[config.mk]
export PLATFORM = sky130hd
export DESIGN_NAME = rx_ring_buffer_line_reader_unit_flat
export DESIGN_NICKNAME = d
export VERILOG_FILES = /design/src/rtl/rxrb_pkg.sv /design/src/rtl/rxrb_req_if.sv /design/src/rtl/rxrb_rsp_if.sv /design/src/rtl/rxrb_ram.sv /design/src/rtl/rx_ring_buffer_line_reader_unit.sv /design/src/flat_wrapper.sv
export SDC_FILE = /design/constraint.sdc
export NUM_CORES = 1
export LEC_CHECK = 0
export ABC_AREA = 1
export BUFFER_PORTS_ARGS = -buffer_cell sky130_fd_sc_hd__clkbuf_2
export CORE_UTILIZATION = 60
export CTS_CLUSTER_DIAMETER = 60
export DETAILED_ROUTE_END_ITERATION = 10
export HOLD_SLACK_MARGIN = 0.02
export PLACE_DENSITY = 0.74
export RECOVER_POWER = 100
export SLEW_MARGIN = 30
export SYNTH_ARGS = -nofsm -noshare
export SYNTH_HDL_FRONTEND = slang
export SYNTH_SLANG_ARGS = --single-unit
[constraint.sdc]
create_clock -name clk_i -period 3.1 [get_ports clk_i]
set_clock_uncertainty 0.15 [all_clocks]
set_input_delay 0.31 -clock clk_i [delete_from_list [all_inputs] [get_ports clk_i]]
set_output_delay 0.31 -clock clk_i [all_outputs]
set_load 0.05 [all_outputs]
[src/rtl/rxrb_pkg.sv]
// Shared constants and codes for the receive ring buffer line reader.
`timescale 1ns / 1ps

package rxrb_pkg;

  // Default number of bytes held in the ring
  localparam int unsigned FIFO_DEPTH = 64;

  // Payload widths
  localparam int unsigned REQ_W   = 2;
  localparam int unsigned BYTE_W  = 8;
  localparam int unsigned ROOM_W  = 7;
  localparam int unsigned CCNT_W  = 6;
  localparam int unsigned FILL_W  = 7;

  // Request codes
  localparam logic [REQ_W-1:0] REQ_RX_BYTE   = 2'd0;
  localparam logic [REQ_W-1:0] REQ_READ_CHAR = 2'd1;
  localparam logic [REQ_W-1:0] REQ_READ_LINE = 2'd2;

  // Longest line delivered by one read-line item
  localparam logic [CCNT_W-1:0] MAX_LINE = 6'd63;

  // Delimiter after reset: newline
  localparam logic [BYTE_W-1:0] DELIM_RESET = 8'd10;

endpackage

[src/rtl/rxrb_req_if.sv]
// Request channel: valid/ready handshake carrying one request item.
`timescale 1ns / 1ps

interface rxrb_req_if;
  logic                          valid;
  logic                          ready;
  logic [rxrb_pkg::REQ_W-1:0]    req_type;
  logic [rxrb_pkg::BYTE_W-1:0]   rx_byte;
  logic [rxrb_pkg::ROOM_W-1:0]   line_room;

  modport source (output valid, output req_type, output rx_byte, output line_room,
                  input ready);
  modport sink   (input valid, input req_type, input rx_byte, input line_room,
                  output ready);
endinterface

[src/rtl/rxrb_rsp_if.sv]
// Response channel: valid/ready handshake carrying one result item.
`timescale 1ns / 1ps

interface rxrb_rsp_if;
  logic                          valid;
  logic                          ready;
  logic [rxrb_pkg::BYTE_W-1:0]   out_byte;
  logic                          has_data;
  logic                          last;
  logic [rxrb_pkg::CCNT_W-1:0]   char_count;
  logic                          dropped;
  logic [rxrb_pkg::FILL_W-1:0]   fill_level;

  modport source (output valid, output out_byte, output has_data, output last,
                  output char_count, output dropped, output fill_level,
                  input ready);
  modport sink   (input valid, input out_byte, input has_data, input last,
                  input char_count, input dropped, input fill_level,
                  output ready);
endinterface

[src/rtl/rxrb_ram.sv]
// Generic single-port-write, single-port-read RAM with registered read data.
`timescale 1ns / 1ps

module rxrb_ram #(
  parameter int unsigned WIDTH = 8,
  parameter int unsigned DEPTH = 64
) (
  input  logic                     clk_i,
  input  logic                     we_i,
  input  logic [$clog2(DEPTH)-1:0] waddr_i,
  input  logic [WIDTH-1:0]         wdata_i,
  input  logic                     re_i,
  input  logic [$clog2(DEPTH)-1:0] raddr_i,
  output logic [WIDTH-1:0]         rdata_o
);

  logic [WIDTH-1:0] mem_q [DEPTH];

  always_ff @(posedge clk_i) begin
    if (we_i) begin
      mem_q[waddr_i] <= wdata_i;
    end
    if (re_i) begin
      rdata_o <= mem_q[raddr_i];
    end
  end

endmodule

[src/rtl/rx_ring_buffer_line_reader_unit.sv]
// Receive ring buffer with byte, character and line read requests.
`timescale 1ns / 1ps

// Receive FIFO for a serial port, one request item at a time. A receive item
// stores its byte (or reports it dropped when full) and answers. A read-char
// item reads the byte store, then answers. A read-line item first scans the
// stored bytes for the delimiter, a read and a compare per byte examined (up
// to the fill level; skipped when the FIFO is full), then pops the bytes it
// delivers, a read and a pop per byte. These steps come from the single
// synchronous byte store: each byte needs a read-issue step and a step to use
// the registered read data. Line reads that do not qualify produce no result
// and free the block at once or once the scan ends. The byte store needs no
// clearing after reset. A finished result waits in the output register while
// the next item is accepted; a new result is only produced once it is taken.
// The delimiter register may be written whenever no request is in progress.
module rx_ring_buffer_line_reader_unit #(
  parameter int unsigned FIFO_DEPTH = rxrb_pkg::FIFO_DEPTH
) (
  input  logic                        clk_i,
  input  logic                        rst_ni,
  input  logic                        cfg_we_i,
  input  logic [rxrb_pkg::BYTE_W-1:0] cfg_wdata_i,
  rxrb_req_if.sink                    req_i,
  rxrb_rsp_if.source                  rsp_o
);

  localparam int unsigned IdxW = (FIFO_DEPTH > 1) ? $clog2(FIFO_DEPTH) : 1;
  localparam int unsigned CntW = $clog2(FIFO_DEPTH + 1);
  localparam logic [IdxW-1:0] LastIdx = IdxW'(FIFO_DEPTH - 1);
  localparam logic [CntW-1:0] FullCnt = CntW'(FIFO_DEPTH);

  localparam logic [2:0] S_IDLE     = 3'd0;
  localparam logic [2:0] S_RX       = 3'd1;
  localparam logic [2:0] S_RD       = 3'd2;
  localparam logic [2:0] S_POP      = 3'd3;
  localparam logic [2:0] S_SCAN_RD  = 3'd4;
  localparam logic [2:0] S_SCAN_CMP = 3'd5;

  logic [2:0]                  state_q, state_d;
  logic [IdxW-1:0]             widx_q, widx_d;
  logic [IdxW-1:0]             ridx_q, ridx_d;
  logic [CntW-1:0]             count_q, count_d;
  logic [rxrb_pkg::BYTE_W-1:0] delim_q;
  logic                        line_q, line_d;
  logic [rxrb_pkg::BYTE_W-1:0] rx_byte_q, rx_byte_d;
  logic [rxrb_pkg::CCNT_W-1:0] limit_q, limit_d;
  logic [rxrb_pkg::CCNT_W-1:0] k_q, k_d;
  logic [IdxW-1:0]             scan_idx_q, scan_idx_d;
  logic [CntW-1:0]             scan_left_q, scan_left_d;

  logic                        out_valid_q, out_valid_d;
  logic [rxrb_pkg::BYTE_W-1:0] out_byte_q, out_byte_d;
  logic                        out_has_q, out_has_d;
  logic                        out_last_q, out_last_d;
  logic [rxrb_pkg::CCNT_W-1:0] out_ccnt_q, out_ccnt_d;
  logic                        out_drop_q, out_drop_d;
  logic [rxrb_pkg::FILL_W-1:0] out_fill_q, out_fill_d;

  logic                        slot_free;
  logic                        load_out;
  logic                        ram_we;
  logic                        ram_re;
  logic [IdxW-1:0]             ram_raddr;
  logic [rxrb_pkg::BYTE_W-1:0] ram_rdata;
  logic [rxrb_pkg::CCNT_W-1:0] k_next;
  logic [CntW-1:0]             count_dec;
  logic                        line_end;

  function automatic logic [IdxW-1:0] idx_inc(input logic [IdxW-1:0] idx);
    idx_inc = (idx == LastIdx) ? '0 : idx + 1'b1;
  endfunction

  rxrb_ram #(
    .WIDTH (rxrb_pkg::BYTE_W),
    .DEPTH (FIFO_DEPTH)
  ) u_store (
    .clk_i   (clk_i),
    .we_i    (ram_we),
    .waddr_i (widx_q),
    .wdata_i (rx_byte_q),
    .re_i    (ram_re),
    .raddr_i (ram_raddr),
    .rdata_o (ram_rdata)
  );

  assign slot_free   = !out_valid_q || rsp_o.ready;
  assign req_i.ready = (state_q == S_IDLE);
  assign k_next      = k_q + 1'b1;
  assign count_dec   = count_q - 1'b1;
  assign line_end    = (ram_rdata == delim_q) || (k_next >= limit_q) || (count_dec == '0);

  always_comb begin
    state_d     = state_q;
    widx_d      = widx_q;
    ridx_d      = ridx_q;
    count_d     = count_q;
    line_d      = line_q;
    rx_byte_d   = rx_byte_q;
    limit_d     = limit_q;
    k_d         = k_q;
    scan_idx_d  = scan_idx_q;
    scan_left_d = scan_left_q;
    ram_we      = 1'b0;
    ram_re      = 1'b0;
    ram_raddr   = ridx_q;
    load_out    = 1'b0;
    out_byte_d  = out_byte_q;
    out_has_d   = out_has_q;
    out_last_d  = out_last_q;
    out_ccnt_d  = out_ccnt_q;
    out_drop_d  = out_drop_q;
    out_fill_d  = out_fill_q;

    case (state_q)
      S_IDLE: begin
        if (req_i.valid) begin
          rx_byte_d = req_i.rx_byte;
          k_d       = '0;
          case (req_i.req_type)
            rxrb_pkg::REQ_RX_BYTE: begin
              state_d = S_RX;
            end
            rxrb_pkg::REQ_READ_CHAR: begin
              line_d  = 1'b0;
              state_d = S_RD;
            end
            rxrb_pkg::REQ_READ_LINE: begin
              line_d  = 1'b1;
              limit_d = (req_i.line_room > 7'd64) ? rxrb_pkg::MAX_LINE
                                                  : 6'(req_i.line_room - 7'd1);
              if (req_i.line_room <= 7'd1 || count_q == '0) begin
                state_d = S_IDLE;
              end else if (count_q == FullCnt) begin
                // full ring qualifies without a delimiter
                state_d = S_RD;
              end else begin
                scan_idx_d  = ridx_q;
                scan_left_d = count_q;
                state_d     = S_SCAN_RD;
              end
            end
            default: begin
              state_d = S_IDLE;
            end
          endcase
        end
      end

      S_RX: begin
        if (slot_free) begin
          load_out   = 1'b1;
          out_byte_d = '0;
          out_has_d  = 1'b0;
          out_last_d = 1'b1;
          out_ccnt_d = '0;
          if (count_q != FullCnt) begin
            ram_we     = 1'b1;
            widx_d     = idx_inc(widx_q);
            count_d    = count_q + 1'b1;
            out_drop_d = 1'b0;
          end else begin
            out_drop_d = 1'b1;
          end
          out_fill_d = rxrb_pkg::FILL_W'(count_d);
          state_d    = S_IDLE;
        end
      end

      S_RD: begin
        ram_re    = 1'b1;
        ram_raddr = ridx_q;
        state_d   = S_POP;
      end

      S_POP: begin
        if (slot_free) begin
          load_out   = 1'b1;
          out_drop_d = 1'b0;
          if (!line_q) begin
            out_last_d = 1'b1;
            out_ccnt_d = '0;
            if (count_q != '0) begin
              ridx_d     = idx_inc(ridx_q);
              count_d    = count_dec;
              out_byte_d = ram_rdata;
              out_has_d  = 1'b1;
            end else begin
              out_byte_d = '0;
              out_has_d  = 1'b0;
            end
            state_d = S_IDLE;
          end else begin
            ridx_d     = idx_inc(ridx_q);
            count_d    = count_dec;
            k_d        = k_next;
            out_byte_d = ram_rdata;
            out_has_d  = 1'b1;
            out_last_d = line_end;
            out_ccnt_d = k_next;
            state_d    = line_end ? S_IDLE : S_RD;
          end
          out_fill_d = rxrb_pkg::FILL_W'(count_d);
        end
      end

      S_SCAN_RD: begin
        ram_re    = 1'b1;
        ram_raddr = scan_idx_q;
        state_d   = S_SCAN_CMP;
      end

      S_SCAN_CMP: begin
        if (ram_rdata == delim_q) begin
          state_d = S_RD;
        end else if (scan_left_q == CntW'(1)) begin
          // no delimiter stored: nothing is answered
          state_d = S_IDLE;
        end else begin
          scan_idx_d  = idx_inc(scan_idx_q);
          scan_left_d = scan_left_q - 1'b1;
          state_d     = S_SCAN_RD;
        end
      end

      default: begin
        state_d = S_IDLE;
      end
    endcase
  end

  always_comb begin
    if (load_out) begin
      out_valid_d = 1'b1;
    end else if (rsp_o.ready) begin
      out_valid_d = 1'b0;
    end else begin
      out_valid_d = out_valid_q;
    end
  end

  always_ff @(posedge clk_i or negedge rst_ni) begin
    if (!rst_ni) begin
      state_q     <= S_IDLE;
      widx_q      <= '0;
      ridx_q      <= '0;
      count_q     <= '0;
      delim_q     <= rxrb_pkg::DELIM_RESET;
      line_q      <= 1'b0;
      limit_q     <= '0;
      k_q         <= '0;
      scan_idx_q  <= '0;
      scan_left_q <= '0;
      out_valid_q <= 1'b0;
    end else begin
      state_q     <= state_d;
      widx_q      <= widx_d;
      ridx_q      <= ridx_d;
      count_q     <= count_d;
      line_q      <= line_d;
      limit_q     <= limit_d;
      k_q         <= k_d;
      scan_idx_q  <= scan_idx_d;
      scan_left_q <= scan_left_d;
      out_valid_q <= out_valid_d;
      if (cfg_we_i) begin
        delim_q <= cfg_wdata_i;
      end
    end
  end

  always_ff @(posedge clk_i) begin
    rx_byte_q  <= rx_byte_d;
    out_byte_q <= out_byte_d;
    out_has_q  <= out_has_d;
    out_last_q <= out_last_d;
    out_ccnt_q <= out_ccnt_d;
    out_drop_q <= out_drop_d;
    out_fill_q <= out_fill_d;
  end

  assign rsp_o.valid      = out_valid_q;
  assign rsp_o.out_byte   = out_byte_q;
  assign rsp_o.has_data   = out_has_q;
  assign rsp_o.last       = out_last_q;
  assign rsp_o.char_count = out_ccnt_q;
  assign rsp_o.dropped    = out_drop_q;
  assign rsp_o.fill_level = out_fill_q;

  // distance from read to write pointer, for the occupancy check
  logic [CntW:0] occ_dist;
  assign occ_dist = (widx_q >= ridx_q) ? (CntW+1)'(widx_q - ridx_q)
                  : (CntW+1)'(FIFO_DEPTH) + (CntW+1)'(widx_q) - (CntW+1)'(ridx_q);

  a_count_bound: assert property (@(posedge clk_i) disable iff (!rst_ni)
    count_q <= FullCnt)
    else $error("ring occupancy above depth");

  a_ptr_occupancy: assert property (@(posedge clk_i) disable iff (!rst_ni)
    occ_dist == ((count_q == FullCnt) ? '0 : (CntW+1)'(count_q)))
    else $error("pointers disagree with occupancy");

  a_no_write_full: assert property (@(posedge clk_i) disable iff (!rst_ni)
    ram_we |-> (state_q == S_RX) && (count_q != FullCnt))
    else $error("store written while full or outside receive");

  a_line_within_limit: assert property (@(posedge clk_i) disable iff (!rst_ni)
    (state_q == S_POP) && line_q |-> (k_q < limit_q) && (count_q != '0))
    else $error("line pop beyond limit or from empty ring");

  a_result_not_lost: assert property (@(posedge clk_i) disable iff (!rst_ni)
    load_out |-> slot_free)
    else $error("result overwrote one not yet taken");

endmodule

[src/flat_wrapper.sv]
// flat-port wrapper written by rule: the top's interface ports become plain ports
module rx_ring_buffer_line_reader_unit_flat 
#(
  parameter int unsigned FIFO_DEPTH = rxrb_pkg::FIFO_DEPTH
)
  (clk_i, rst_ni, cfg_we_i, cfg_wdata_i, req_i_valid, req_i_req_type, req_i_rx_byte, req_i_line_room, req_i_ready, rsp_o_valid, rsp_o_out_byte, rsp_o_has_data, rsp_o_last, rsp_o_char_count, rsp_o_dropped, rsp_o_fill_level, rsp_o_ready);
  rxrb_req_if req_i_i ();
  rxrb_rsp_if rsp_o_i ();
  input  logic clk_i;
  input  logic rst_ni;
  input  logic cfg_we_i;
  input  logic [rxrb_pkg::BYTE_W-1:0] cfg_wdata_i;
  input wire logic [$bits(req_i_i.valid)-1:0] req_i_valid;
  input wire logic [$bits(req_i_i.req_type)-1:0] req_i_req_type;
  input wire logic [$bits(req_i_i.rx_byte)-1:0] req_i_rx_byte;
  input wire logic [$bits(req_i_i.line_room)-1:0] req_i_line_room;
  output wire logic [$bits(req_i_i.ready)-1:0] req_i_ready;
  output wire logic [$bits(rsp_o_i.valid)-1:0] rsp_o_valid;
  output wire logic [$bits(rsp_o_i.out_byte)-1:0] rsp_o_out_byte;
  output wire logic [$bits(rsp_o_i.has_data)-1:0] rsp_o_has_data;
  output wire logic [$bits(rsp_o_i.last)-1:0] rsp_o_last;
  output wire logic [$bits(rsp_o_i.char_count)-1:0] rsp_o_char_count;
  output wire logic [$bits(rsp_o_i.dropped)-1:0] rsp_o_dropped;
  output wire logic [$bits(rsp_o_i.fill_level)-1:0] rsp_o_fill_level;
  input wire logic [$bits(rsp_o_i.ready)-1:0] rsp_o_ready;
  assign req_i_i.valid = req_i_valid;
  assign req_i_i.req_type = req_i_req_type;
  assign req_i_i.rx_byte = req_i_rx_byte;
  assign req_i_i.line_room = req_i_line_room;
  assign req_i_ready = req_i_i.ready;
  assign rsp_o_valid = rsp_o_i.valid;
  assign rsp_o_out_byte = rsp_o_i.out_byte;
  assign rsp_o_has_data = rsp_o_i.has_data;
  assign rsp_o_last = rsp_o_i.last;
  assign rsp_o_char_count = rsp_o_i.char_count;
  assign rsp_o_dropped = rsp_o_i.dropped;
  assign rsp_o_fill_level = rsp_o_i.fill_level;
  assign rsp_o_i.ready = rsp_o_ready;
  rx_ring_buffer_line_reader_unit #(.FIFO_DEPTH(FIFO_DEPTH)) u_core (.clk_i(clk_i), .rst_ni(rst_ni), .cfg_we_i(cfg_we_i), .cfg_wdata_i(cfg_wdata_i), .req_i(req_i_i), .rsp_o(rsp_o_i));
endmodule
Word-level counts from Yosys, hierarchy flattened
Memories as Yosys holds them, arrays and structs flattened. A register that Yosys moved wholly into a read port is not among the register bits.
Index checks and enable logic that the tools add are counted.
Widths: inputs -> output; s select.
{"block": "totals", "regBits": 89, "ram_bits": 512, "output_inout_bits": 26, "elab_cells": 154, "n_memories": 1}
{"memory": "u_core.u_store.mem_q", "depth": 64, "word_bits": 8, "rd": 1, "rd_clocked_by_memory_dff": 1, "wr": 1, "line_no": "rxrb_ram.sv:17", "source": "logic [WIDTH-1:0] mem_q [DEPTH];"}
{"block": "classes", "n_addsub": 8, "n_lt_le_gt_ge": 3, "eq_ne": 23, "n_mux": 74, "reduce_logical": 27}
{"operator": "$mux 6", "n": 19}
{"operator": "$mux 7", "n": 11}
{"operator": "$pmux 6 s2", "n": 3}
{"operator": "$mux 8", "n": 4}
{"operator": "$pmux 7 s2", "n": 2}
{"operator": "$add 6x1->6 const B", "n": 4}
{"operator": "$mux 3", "n": 8}
{"operator": "$mux 1", "n": 19}
{"operator": "$eq 6x6->1 const B", "n": 3}
{"operator": "$pmux 3 s6", "n": 1}
{"operator": "$reduce_and 3->1", "n": 6}
{"operator": "$pmux 8 s2", "n": 1}
{"operator": "$logic_not 7->1", "n": 2}
{"operator": "$sub 7x1->7 const B", "n": 2}
{"operator": "$reduce_bool 2->1", "n": 6}
{"operator": "$ne 2x2->1 const B", "n": 5}
{"operator": "$pmux 3 s3", "n": 1}
{"operator": "$eq 8x8->1", "n": 1}
{"operator": "$ne 2x1->1 const B", "n": 4}
{"operator": "$pmux 1 s2", "n": 4}
{"operator": "$add 7x1->7 const B", "n": 1}
{"operator": "$eq 7x1->1 const B", "n": 1}
{"operator": "$eq 7x7->1 const B", "n": 1}
{"operator": "$gt 7x7->1 const B", "n": 1}
{"operator": "19 further kinds", "n": 25}

Logic depth before layout (Yosys ltp)
{"block": "depth", "ltp_word": 8, "mapped_depth": 13, "depth_no_buf": 13}

Cells and area by module
Synthesis repeated with hierarchy kept, for this count alone.
{"block": "unflattened", "cells_unflattened": 2399, "area_unflattened_um2": 26389.1}
{"module": "rxrb_ram", "instances": 1, "cells_each": 1806, "area_per_inst_um2": 21425.5}
{"module": "rx_ring_buffer_line_reader_unit", "instances": 1, "cells_each": 593, "area_per_inst_um2": 4963.5}

Worst setup path before layout
OpenSTA, ideal clock, no wires.
{"block": "synth_timing", "path_type": "reg2reg", "from": "register u_core.out_valid_q, in the netlist u_core.rsp_o.valid", "to": "memory u_core.u_store.mem_q[39][0], enable pin", "arrival_time_ps": 1984, "t_required_ps": 2567, "slack_ps": 583, "stages_incl_launch_ff": 9, "path_buffers": 0, "path_cell_list": "dfrtp_1 -> inv_1 -> or2_2 -> nand2_1 -> inv_1 -> nand3_1 -> nor2_1 -> nand2_1 -> nor3_1"}
{"block": "synth_between", "elab_chain_cells": 6}
{"item": "start, declared", "line_no": "rx_ring_buffer_line_reader_unit.sv:51", "source": "logic out_valid_q, out_valid_d;"}
{"item": "start signal, assigned", "line_no": "rx_ring_buffer_line_reader_unit.sv:264", "source": "out_valid_q <= out_valid_d;"}
{"item": "$logic_not 1->1", "line_no": "rx_ring_buffer_line_reader_unit.sv:86", "source": "assign slot_free = !out_valid_q || rsp_o.ready;"}
{"item": "$logic_or 1x1->1", "line_no": "rx_ring_buffer_line_reader_unit.sv:86"}
{"item": "$mux 1", "line_no": "rx_ring_buffer_line_reader_unit.sv:150", "source": "if (slot_free) begin"}
{"item": "$mux 1", "line_no": "rx_ring_buffer_line_reader_unit.sv:114", "source": "case (state_q)"}
{"item": "$mux 1", "line_no": "rxrb_ram.sv:20", "source": "if (we_i) begin"}
{"item": "$mux 1 (not written as such)", "line_no": "rxrb_ram.sv:21", "source": "mem_q[waddr_i] <= wdata_i;"}
{"item": "end, declared", "line_no": "rxrb_ram.sv:17"}
No other way between the ends.

Worst setup path in the final report
{"block": "layout_timing", "from": "register u_core.count_q[0]", "to": "memory u_core.u_store.mem_q[14][7], enable pin"}
{"block": "layout_between", "elab_chain_cells": 6}
{"item": "start, declared", "line_no": "rx_ring_buffer_line_reader_unit.sv:42", "source": "logic [CntW-1:0] count_q, count_d;"}
{"item": "start signal, assigned", "line_no": "rx_ring_buffer_line_reader_unit.sv:258", "source": "count_q <= count_d;"}
{"item": "$ne 7x7->1", "line_no": "rx_ring_buffer_line_reader_unit.sv:156", "source": "if (count_q != FullCnt) begin"}
{"item": "$mux 1", "line_no": "rx_ring_buffer_line_reader_unit.sv:156"}
{"item": "$mux 1", "line_no": "rx_ring_buffer_line_reader_unit.sv:150"}
{"item": "$mux 1", "line_no": "rx_ring_buffer_line_reader_unit.sv:114"}
{"item": "$mux 1", "line_no": "rxrb_ram.sv:20"}
{"item": "$mux 1 (not written as such)", "line_no": "rxrb_ram.sv:21"}
No other way between the ends.

==> results.cfg <==
[grt]
grt_pass1_wl_mm = 107.8
overflow = 0
antenna_found_initial = 1
track_usage_pct = 30.27
grt_pass1_vias = 19427
grt_max_degree = 65

[clock_network]
cts-root-buf = clkbuf_16
cts_tree = built
insertion_delay_ns = 0.63
numCtsBuffers = 60
clk_pin_slew_ns = 0.06
h-tree-depth = 2
clock_path_buffers = 3
cts_sinks = 609

[placement]
gp_congestion = 0.9556
io_buffer_count = 55
dp_cells = 3393
place_area_sq_um = 28800
dp_hpwl_mm = 42.66

[final_layout]
fin_area_sq_um = 31570
nFillCells = 3263
area_delta_synth_final_pct = 13.58
nets = 2957
n_antenna_cell = 0
drive_above_1_share_pct = 8.697
fin_cells = 3555

[timing]
fin_crit_sh_pct = 102.8
tightest_slew_ns = 1.949
period_needed_ns = 3.187
rsz0062_at_grt = yes
final_max_slew_viol_count = 578
setup_ws_ns = -0.08660
fin_hold_ws_ns = 0.04592
fmax_mhz = 313.8
slew_headroom_pct = -29.93
hold_violations = 0
setup-tns-final_ns = -8.895
setup_viol = 168

[power_and_ir_drop]
p_leak_nw = 13.47
power_w = 0.03128
p_per_area_nw_per_um2 = 990.9
ir_drop_v = 0.0007071

[floorplanning]
coreArea_sq_um = 45580
start_util_pct = 60.98
die_y_microns = 217.2
die_area_sq_um = 47190
num_rows = 78
die_x_microns = 217.2
pin_count = 56

[route]
ant_nets = 0
wl_per_cell_microns = 19.83
drt_iter0_markers = 2489
drc = 0
drt_wl_total_mm = 70.50
first_pass_iters = 6
vias = 20142
vias_per_cell = 5.666

[critical_path]
critical_path.top_delay_family = simple AND/OR/NAND/NOR gates
critical_path_class = reg2reg
cp-start-kind = register
end_kind = register
timing.critical_path.buf_inv = 4
crit_slowest_cell = nand2_1
slowest_delay_ns = 0.47
cp.required_ns = 3.25
crit_top_cell = inv_1
crit_chain = inv_1, ha_1, nand3_1, nor3_2, inv_1, nand3_1, buf_4, inv_1, nand2_1, nor2_4
cp_max_fo = 8
crit_arrival_ns = 3.33

[synthesis]
synthArstFlopShare_pct = 9.360
post_synth_main_area_contributors = edfxtp_1 60%, nand3_1 10%, nand2_1 8.3%
synth_edf_count = 552
synth_top_area_cell = edfxtp_1
synthCells = 2803
netlist_area_sq_um = 27790
syn_avg_cell_area_sq_um = 9.915
yosys_register_bits = 609
synth_top_cell_area_share_pct = 59.64
yosys_most_used_dff = edfxtp_1
syn_nets = 2855
netlist_top_cells_count = 617 x nand2_1, 584 x inv_1, 560 x nand3_1
yosysSeqAreaShare_pct = 64.78
synth_cell_types = 42
yosysWarningCount = 0
yosys.cell_count.top_type = nand2_1

[job]
drv_cap = 9

[outcome]
violations = max-capacitance violations, max-slew violations, negative setup slack
status = finished with violations

[worst_hold_path]
hp-class = in2reg
## flip-flops by register name, indices dropped and copies added, names as in the netlist, 7 cells and up
register and count:
u_core.count_q 7, u_core.delim_q 8, u_core.rsp_o.fill_level 7, u_core.rsp_o.out_byte 8
u_core.rx_byte_q 8, u_core.scan_left_q 7, u_core.u_store.mem_q 512, u_core.u_store.rdata_o 8
## cells by family after synthesis
group,after synthesis,share of synthesized area (%)
AOI/OAI and AO/OA,95,1.931
xor gates and xnor gates,23,0.7248
adders and majority gates,22,0.9904
buffers and inverters,706,10.34
DFF,609,64.78
and+or+nand+nor,1348,21.23
## path summary, 6_finish.rpt
path	startpoint	to	slack (ns)	depth (start not counted)
max reg2reg	u_core.count_q[0]$_DFFE_PN0P_	u_core.u_store.mem_q[14][7]$_DFFE_PP_	-0.09	10
max in group asynchronous	rst_ni	u_core.widx_q[1]$_DFFE_PN0P_	1.32	3
min	req_i_req_type[1]	u_core.state_q[2]$_DFFE_PN0P_	0.05	5
min in group asynchronous	rst_ni	u_core.scan_idx_q[4]$_DFFE_PN0P_	0.54	3
max	u_core.count_q[0]$_DFFE_PN0P_	u_core.u_store.mem_q[14][7]$_DFFE_PP_	-0.09	10
min reg2reg	u_core.ridx_q[2]$_DFFE_PN0P_	u_core.ridx_q[2]$_DFFE_PN0P_	0.38	1
## worst register-to-register path, cell delays in order, from the launching register on
cell and delay, ns:
dfrtp_1 0.42, inv_1 0.13, ha_1 0.21, nand3_1 0.12
nor3_2 0.08, inv_1 0.11, nand3_1 0.26, buf_4 0.25
inv_1 0.24, nand2_1 0.47, nor2_4 0.42
## cell usage in the layout, fill, tap and decap left out, types with 4 or more instances in the layout
| master | instances |
|---|---|
| a21oi_1 | 17 |
| a22oi_1 | 6 |
| buf_12 | 12 |
| buf_4 | 33 |
| bufinv_16 | 10 |
| clkbuf_1 | 38 |
| clkbuf_16 | 61 |
| clkbuf_2 | 37 |
| clkinv_1 | 11 |
| clkinv_2 | 15 |
| dfrtp_1 | 55 |
| dlygate4sd3_1 | 49 |
| edfxtp_1 | 552 |
| ha_1 | 22 |
| inv_1 | 584 |
| nand2_1 | 614 |
| nand2_2 | 5 |
| nand3_1 | 559 |
| nand3_2 | 4 |
| nand4_1 | 8 |
| nor2_1 | 82 |
| nor2_2 | 14 |
| nor2_4 | 37 |
| nor3_1 | 10 |
| o21ai_0 | 46 |
| o21ai_1 | 5 |
| o22ai_1 | 6 |
| xor2_1 | 20 |
## repair_timing
action,in CTS,in global routing
pin swaps,0,1
hold endpoints to repair,81,0
resized for setup,37,58
hold buffers,49,0
setup buffers,0,1
endpoints found under the setup margin,288,479
## routing by layer
layer | global-route usage [%] | vias to the layer above | part of all wire (%)
li1 | - | 9304 | -
met1 | 40.59 | 9565 | 39
met2 | 48.32 | 1072 | 47
met3 | 5.604 | 201 | 10
met4 | 13.73 | 0 | 3.9
met5 | 0 | - | 0
## where the power goes
part | internal, W | switching, W | total [W] | leakage, nW
Combinational | 0.00376 | 0.00950 | 0.0133 | 6.79
Clock | 0.00445 | 0.00306 | 0.00751 | 1.00
Sequential | 0.0101 | 0.000440 | 0.0105 | 5.67
## layout make-up
type                            instances  area (sq um)  area share (%)
Inverter                              587          2203           6.980
Clock inverter                         40         459.2           1.455
Sequential cell                       609         18000           57.04
Clock buffer                           72          1578           4.998
Timing Repair Buffer                  159          1269           4.019
Multi-Input combinational cell       1488          7302           23.13
Tap cell                              600         750.7           2.378
## metrics by stage
stage / util (%) / setup WS [ns]
floorplan: - / 0.5831
global placement: 63.17 / -0.09055
detailed placement: 63.19 / -0.1554
CTS: 68.93 / -0.1696
global route: 69.26 / -0.2131
finish: 69.26 / -0.08660
(Power assumes the default switching activity.)
